==> src/rxd_ram.sv <==
`timescale 1ns / 1ps
module rxd_ram #(
  parameter int Width = 16,
  parameter int Depth = 8
) (
  input  logic                     clk_i,
  input  logic                     we_i,
  input  logic [$clog2(Depth)-1:0] waddr_i,
  input  logic [Width-1:0]         wdata_i,
  input  logic                     re_i,
  input  logic [$clog2(Depth)-1:0] raddr_a_i,
  input  logic [$clog2(Depth)-1:0] raddr_b_i,
  output logic [Width-1:0]         rdata_a_o,
  output logic [Width-1:0]         rdata_b_o
);

  logic [Width-1:0] mem_q [Depth];

  always_ff @(posedge clk_i) begin
    if (we_i) begin
      mem_q[waddr_i] <= wdata_i;
    end
    if (re_i) begin
      rdata_a_o <= mem_q[raddr_a_i];
      rdata_b_o <= mem_q[raddr_b_i];
    end
  end

endmodule

==> config.mk <==
export PLATFORM = sky130hd
export DESIGN_NAME = rxd_ram
export DESIGN_NICKNAME = d
export VERILOG_FILES = /design/src/rxd_ram.sv
export SDC_FILE = /design/constraint.sdc
export NUM_CORES = 1
export LEC_CHECK = 0
export ABC_CLOCK_PERIOD_IN_PS = 4050
export BUFFER_PORTS_ARGS = -buffer_cell sky130_fd_sc_hd__buf_2
export CAP_MARGIN = 20
export CORE_UTILIZATION = 45
export CTS_CLUSTER_DIAMETER = 30
export CTS_CLUSTER_SIZE = 8
export DETAILED_ROUTE_END_ITERATION = 10
export PLACE_DENSITY = 0.6
export SLEW_MARGIN = 20
export SYNTH_ARGS = -nofsm -noshare
export SYNTH_HDL_FRONTEND = slang
export SYNTH_SLANG_ARGS = --single-unit
export TNS_END_PERCENT = 100
==> constraint.sdc <==
create_clock -name clk_i -period 4.05 [get_ports clk_i]
set_clock_uncertainty 0.1 [all_clocks]
set_input_delay 0.405 -clock clk_i [delete_from_list [all_inputs] [get_ports clk_i]]
set_output_delay 0.405 -clock clk_i [all_outputs]
set_load 0.005 [all_outputs]
# Yosys cells after proc, flatten, opt, wreduce, memory -nomap -nowiden
# Memories as Yosys holds them, arrays and structs flattened. A register that Yosys moved wholly into a read port is not among the register bits.
# Cells that the tools add are included.
dict set report op_classes {
  muxes 2
}
# operator n
set ops {}
lappend ops {{1-bit two-way mux} 2}
dict set report word_totals {
  mem_bits_rw 128
  out_inout_bits 32
  memories 1
  reg_bits 0
  elab_cells 3
  input_bits 28
}
# name depth width rd rd_clocked_by_memory_dff write_ports line
set memory_table {}
lappend memory_table {mem_q 8 16 2 2 1 17} ;# logic [Width-1:0] mem_q [Depth];

# Depth between registers and ports, before layout
# Gate-level depths: netlist of the first run.
dict set report logic_depth {
  word_depth 2
  mapped_depth 4
  ltp_nobuf 2
}

# Worst setup path before layout of the first run
# OpenSTA, ideal clock, no wires.
dict set report synth_timing {
  path_type {input -> register}
  startpoint {in waddr_i[2]}
  endpoint {mem mem_q[0][0] (enable)}
  t_arrival_ps 1718
  setup_time_ps 409
  slack_ps 1822
  path_stages 2
  required_time_ps 3541
  n_path_buf 0
  path_cell_list {nand2b_1 > nor3_1}
}
# element line
set synth_rtl {}
lappend synth_rtl {{start, declared} 8} ;# input logic [$clog2(Depth)-1:0] waddr_i,
lappend synth_rtl {{end, declared} 17}
# No word-level cell before the write port.

==> results of run 1 <==
## metal layers
layer | track usage (%) | part of all wire (%)
met1 | 21.0 | 42
met2 | 30.9 | 54
met3 | 4.22 | 2.9
met4 | 6.93 | 1.5
met5 | 0 | 0.10
## path summary, 6_finish.rpt
check	start	endpoint	slack, ps	cells after the start
max reg2reg	mem_q[1][11]	rdata_b_o[11]	2530	2
min reg2reg	mem_q[0][3]	rdata_b_o[3]	670	2
min	wdata_i[8]	mem_q[2][8]	150	1
max	raddr_a_i[0]	rdata_a_o[3]	2010	3
## sequential cells by signal, indices dropped and copies added (netlist names)
name,flops
mem_q,128
rdata_a_o,16
rdata_b_o,16
## cells in the mapped netlist, drive strengths merged
cell    number
clkbuf       4
nor2         6
nor3         2
mux2        32
buf         14
edfxtp     160
nand2b       3
nand2        2
mux4        64
## critical path, cell delays in order
cell and delay (ps):
buf_2 750, mux4_1 660, mux2_2 280
## area by class of cell
type	count	area [µm²]
clock buffer	23	448
clock inverter	8	90.1
fill	1167	7190
multi-input combinational	109	2080
sequential	160	4800
tap	188	235
timing repair buffer	67	355
## cells by family after synthesis
kind of cell / after synthesis / share of synthesized area, %
simple gates: 13 / 0.839
flops: 160 / 68.6
buf+inv: 18 / 1.86
mux: 96 / 28.7
## power by group through the flow
stage / logic [mW] / registers, mW / clock network (mW)
after floorplan: 0.158 / 1.96 / 0
after global routing: 0.270 / 1.93 / 1.57
after global placement: 0.252 / 1.96 / 0
final: 0.249 / 1.93 / 1.47
after detailed placement: 0.254 / 1.96 / 0
after CTS: 0.255 / 1.93 / 1.50
==> metrics.md, run 1 <==
| Metric | Value |
|---|---|
| Outcome | finished clean |
| Psw | 0.720 mW |
| # clock sinks | 160 |
| First DRT Iteration DRCs | 254 |
| Rel. slew slack | about a third |
| Initial antenna violation count | 1 |
| Critical path capture point type | flop |
| Worst Path Class, Setup | in2reg |
| Largest net degree at the start of global routing | 33 |
| Commonest cells after routing, fill and taps aside | 160 x edfxtp_1, 59 x buf_2, 56 x mux4_1 |
| Mapped Area | 7010 µm² |
| Synth area leaders | edfxtp_1 69%, mux4_1 21%, mux2_2 5.1% |
| Switching Share | 19.7% |
| Gate power share | 6.8% |
| Antenna Nets Post-Route | 0 |
| Seq cells post-synth | between 150 and 200 |
| Core Region | 15200 µm² |
| GR Util All Layers | 17.6% |
| Vias in the first global route | 3303 |
| Final period util | 50.5% |
| Post-DP HPWL | 6950 µm |
| Critical Path Start Type | input pin |
| PostCTS Resize Cnt | 0 |
| Post-synth top area share | 68.6% |
| Util after Layout | 52.7% |
| Pre-CTS setup slack | 1530 ps |
| Area Growth Syn to Fin | 14.4% |
| Seq pwr share | 52.8% |
| Synth area leader | edfxtp_1 |
| Syn avg cell area | 24.4 µm² |
| Die Y | 127 µm |
| Global-route wire length before repair | 19400 µm |
| Worst vdd ir | 0.316 mV |
| Pwr Total | 3.65 mW |
| Setup tns final | 0 ps |
| Placed insts | approximately 520 |
| Placer congestion estimate | 0.665 |
| Slew Limit Fails | 0 |
| Vias | 3192 |
| Dpl cell area | 7480 µm² |
| Buffer depth of the longest clock path | 2 |
| Initial Util | 46.1% |
| Final WS setup | 2010 ps |
| Internal Power | 2.93 mW |
| Yosys warnings | 0 |
| Gr ovfl total | 0 |
| Seq/Total Area, Yosys | between 60% and 70% |
| Final net count | 383 |
| Clock Tree Root | clkbuf_16 |
| Post-Layout Cell Count | 555 |
| Cell Pwr Density | 456 nW/µm² |
| CTS tree | done |
| Synth unique cells | 12 |
| Hold Crit Class | in2reg |
| Die ar. | about 16000 µm² |
| Ant. Diodes | 0 |
| Mapped Cells | 287 |
| Design Area, Final | around 8000 µm² |
| IO buf count | 59 |
| Setup Fix Bufs, Post-CTS | 0 |
| Final hold vios | 0 |
| CTS Buf Count | 17 |
| Die X-Extent | ~130 µm |
| Worst slew pin tran | 1010 ps |
| H-tree level count | 4 |
| Crit-path max FO | 32 |
| WHS | 148 ps |
| Max-cap viol count | 0 |
| Row Count | 45 |
| Mean number of vias per cell | 5.75 |
| Setup-failing EPs final | 0 |
| First-pass detailed-route iteration total | 4 |
| RSZ-0062 raised after global routing | no |
| Number of top-level pins | 60 |
| Worst-path clk slew | 60 ps |
| Leakage | 2.80 nW |
| Clock Latency Late Sink | approximately 420 ps |
| CP Data Required Time | 4120 ps |
| Final wirelength | 12900 µm |
| Syn Nets | approximately 320 |
| Period minus WS final | between 2000 and 2500 ps |
| Fmax | 489 MHz |
| Worst EP arrival | 2120 ps |
| Commonest non-fill, non-tap cell in the layout | edfxtp_1 |
| Hold_buf cts | 0 |
| Post-route DRC violation count | 0 |
| Layout cell share with drive strength beyond 1 | 36.0% |
| Clock share of power | 40.4% |
| WL per Instance | 23.2 µm |
(Power assumes the default switching activity.)
==> inputs of run 2 (changes only) <==
--- a/config.mk
+++ b/config.mk
@@ -5,14 +5,15 @@
 export SDC_FILE = /design/constraint.sdc
 export NUM_CORES = 1
 export LEC_CHECK = 0
-export ABC_CLOCK_PERIOD_IN_PS = 4050
+export ABC_AREA = 1
+export ABC_CLOCK_PERIOD_IN_PS = 1800
 export BUFFER_PORTS_ARGS = -buffer_cell sky130_fd_sc_hd__buf_2
 export CAP_MARGIN = 20
 export CORE_UTILIZATION = 45
 export CTS_CLUSTER_DIAMETER = 30
 export CTS_CLUSTER_SIZE = 8
 export DETAILED_ROUTE_END_ITERATION = 10
-export PLACE_DENSITY = 0.6
+export PLACE_DENSITY = 0.62
 export SLEW_MARGIN = 20
 export SYNTH_ARGS = -nofsm -noshare
 export SYNTH_HDL_FRONTEND = slang
==> constraint.sdc (replaced) <==
create_clock -name clk_i -period 1.8 [get_ports clk_i]
set_clock_uncertainty 0.1 [all_clocks]
set_input_delay 0.18 -clock clk_i [delete_from_list [all_inputs] [get_ports clk_i]]
set_output_delay 0.18 -clock clk_i [all_outputs]
set_load 0.005 [all_outputs]
==> run 2 against run 1 <==
Net effect: largest cell class unchanged; sequential share of layout area is 8.2 points lower; global-route usage increased by 5.9 points; largest power group unchanged; sequential cell count is the same; non-clock buffer count rose by 37; via count up 89%; sequential power up 120%; critical endpoint is now rdata_a_o[9]; worst hold slack better by 3.3 ps.
==> metrics.md, run 2 <==
| Metric | Value |
|---|---|
| Max-cap viol count | 0 (unchanged) |
| Layout cell share with drive strength beyond 1 | 12.8% (-23 points) |
| Syn Nets | 929 (+190%) |
| Setup Fix Bufs, Post-CTS | 0 (unchanged) |
| Final net count | 1006 (+160%) |
| RR Startpoint | mem_q[3][13] |
| Synth Area in Adders | 0% (unchanged) |
| Critical Path Start Type | flop |
| First DRT Iteration DRCs | 549 (+120%) |
| Final WS setup | 520 ps (-1490 ps) |
| Worst-path clk slew | 60 ps (about the same) |
| Dpl cell area | 8480 µm² (+13%) |
| Post-route DRC violation count | 0 (unchanged) |
| Setup-failing EPs final | 0 (unchanged) |
| Design Area, Final | 9280 µm² (+16%) |
| Compound-gate portion of the synthesized area | 0% (unchanged) |
| Antenna Nets Post-Route | 0 (unchanged) |
| Period minus WS final | 1280 ps |
| Cell Pwr Density | 990 nW/µm² (+120%) |
| Async SR Flop Fraction | 0% (unchanged) |
| Worst EP arrival | 1000 ps (-1120 ps) |
| Core Region | 17200 µm² (+13%) |
| Leakage | 4.40 nW (+57%) |
| Final period util | 71.1% |
| IO buf count | 59 (unchanged) |
| Filler Cells Inserted | 1563 (+34%) |
| Slew Limit Fails | 0 (unchanged) |
| Post-synth top area share | 60.7% (-7.9 points) |
| CTS Buf Count | 17 (unchanged) |
| Synth area leader | edfxtp_1 |
| Most common cell in the synthesized netlist | nand2_1 |
| Worst vdd ir | 0.733 mV (+130%) |
| Critical path capture point type | output port |
| Largest net degree at the start of global routing | 65 (+97%) |
| Fmax | 781 MHz |
| Gr ovfl total | 0 (unchanged) |
| CP Data Required Time | 1520 ps (-2600 ps) |
| Synth Area in XOR/XNOR | 0% (unchanged) |
| Seq/Total Area, Yosys | 60.7% (-7.9 points) |
| Clock Latency Late Sink | 430 ps (about the same) |
| Global-route wire length before repair | 31200 µm (+61%) |
| Max reg flops | 128 (unchanged) |
| Mapped Cells | 901 (+210%) |
| Crit path buffers/inverters | 1 (unchanged) |
| Number of top-level pins | 60 (unchanged) |
| Mux cell area share after synthesis | 0% (-29 points) |
| Crit-path max FO | 1 (-97%) |
| Initial Util | 45.9% (-0.15 points) |
| Commonest non-fill, non-tap cell in the layout | nand2_1 |
| Die X-Extent | 135 µm (+6.2%) |
| # clock sinks | 160 (unchanged) |
| CTS tree | done |
| EDFF count, synth | 160 (unchanged) |
| Largest registers | mem_q: 128 flops, rdata_a_o: 16 flops, rdata_b_o: 16 flops |
| Post-DP HPWL | 11300 µm (+62%) |
| Worst path depth | 1 (-2) |
| Seq cells post-synth | 160 (unchanged) |
| Yosys warnings | 0 (unchanged) |
| Hold path cells | 2 (+1) |
| Slowest-stage cell, CP | edfxtp_1 |
| R2R depth | 6 (+4) |
| Commonest cells after routing, fill and taps aside | 422 x nand2_1, 160 x edfxtp_1, 135 x inv_1 |
| Final wirelength | 19900 µm (+54%) |
| Row Count | 48 (+6.7%) |
| Top cells by count, synth | 422 x nand2_1, 160 x edfxtp_1, 135 x inv_1, 128 x nand3_1, 23 x buf_2 |
| Hold Startpoint | re_i |
| Top reg by flops | mem_q |
| Worst slew pin tran | 883 ps (-123 ps) |
| Vias in the first global route | 5880 (+78%) |
| Mapped Area | 7920 µm² (+13%) |
| GR Util All Layers | 23.5% (+5.9 points) |
| Worst Setup SP | rdata_a_o[9] |
| Hold Crit Class | in2reg |
| Max incr delay on CP | 420 ps (-330 ps) |
| PostCTS Resize Cnt | 0 (unchanged) |
| First-pass detailed-route iteration total | 8 (+4) |
| Main combinational cell family by area after synthesis | simple AND/OR/NAND/NOR gates |
| Placer congestion estimate | 0.786 (+18%) |
| Die ar. | 18100 µm² (+13%) |
| Delay-heaviest family, CP | flip-flops |
| Hold_buf cts | 16 (+16) |
| Synth unique cells | 9 (-3) |
| Setup tns final | 0 ps (unchanged) |
| Synth Area in Simple Gates | 28.5% (+28 points) |
| Syn avg cell area | 8.79 µm² (-64%) |
| Die Y | 135 µm (+6.2%) |
| Synth area leaders | edfxtp_1 61%, nand2_1 20%, nand3_1 8.1% |
| Pre-CTS setup slack | 322 ps (-1210 ps) |
| Critical path cell sequence | buf_2 |
| Buffer depth of the longest clock path | 2 (unchanged) |
| Area Growth Syn to Fin | 17.2% |
| H-tree level count | 4 (unchanged) |
| Mean number of vias per cell | 4.98 (-13%) |
| Vias | 6045 (+89%) |
| WL per Instance | 16.4 µm (-29%) |
| Main synth FF type | edfxtp_1 |
| Worst Path Class, Setup | reg2out |
| Final hold vios | 0 (unchanged) |
| RSZ-0062 raised after global routing | no |
| Rel. slew slack | 41.1% (+8.1 points) |
| Initial antenna violation count | 0 (-1) |
| Clock Tree Root | clkbuf_16 |
| Ant. Diodes | 0 (unchanged) |
| Outcome | finished clean |
[run 2: path summary, 6_finish.rpt]
| kind | to | slack [ps] |
|---|---|---|
| worst min-delay path | rdata_b_o[8] | 150 |
| worst max register to register | rdata_b_o[13] | 630 |
| worst min register to register | rdata_a_o[3] | 620 |
| worst max-delay path | rdata_a_o[9] | 520 |
[run 2: area by class of cell]
class                           count  area [µm²]  area share [%]
Sequential cell                   160        4800            51.8
Tap cell                          225         282            3.03
Inverter                          137         514            5.54
Timing Repair Buffer              104         761            8.20
Clock buffer                       17         425            4.58
Multi-Input combinational cell    558        2270            24.5
Clock inverter                     14         220            2.37
[run 2: stage by stage]
stage	power, mW	hold slack [ps]	std cells	util (%)
final	9.18	152	1215	53.8
after detailed placement	5.24	364	1168	49.2
after CTS	9.22	144	1215	53.8
after floorplan	4.92	179	901	-
after global placement	5.23	360	1168	49.2
after global routing	9.48	151	1215	53.8
[run 2: routing by layer]
metal | track usage, % | vias to the layer above | wire length, µm
met5 | 0 | - | 0
met4 | 11.4 | 0 | 557
met3 | 4.05 | 50 | 1140
met2 | 38.6 | 214 | 9390
met1 | 30.1 | 2802 | 8810
li1 | - | 2979 | -
[run 2: kinds of logic (layout without fill, tap and decap cells)]
group,after synthesis,in the layout
flops,160,160
buf+inv,183,272
simple gates,558,558
[run 2: where the power goes]
part	switching, mW	total [mW]	internal [mW]
Combinational	0.573	0.874	0.301
Sequential	0.0392	4.32	4.28
Clock	1.43	3.99	2.57
Total	2.04	9.18	7.15
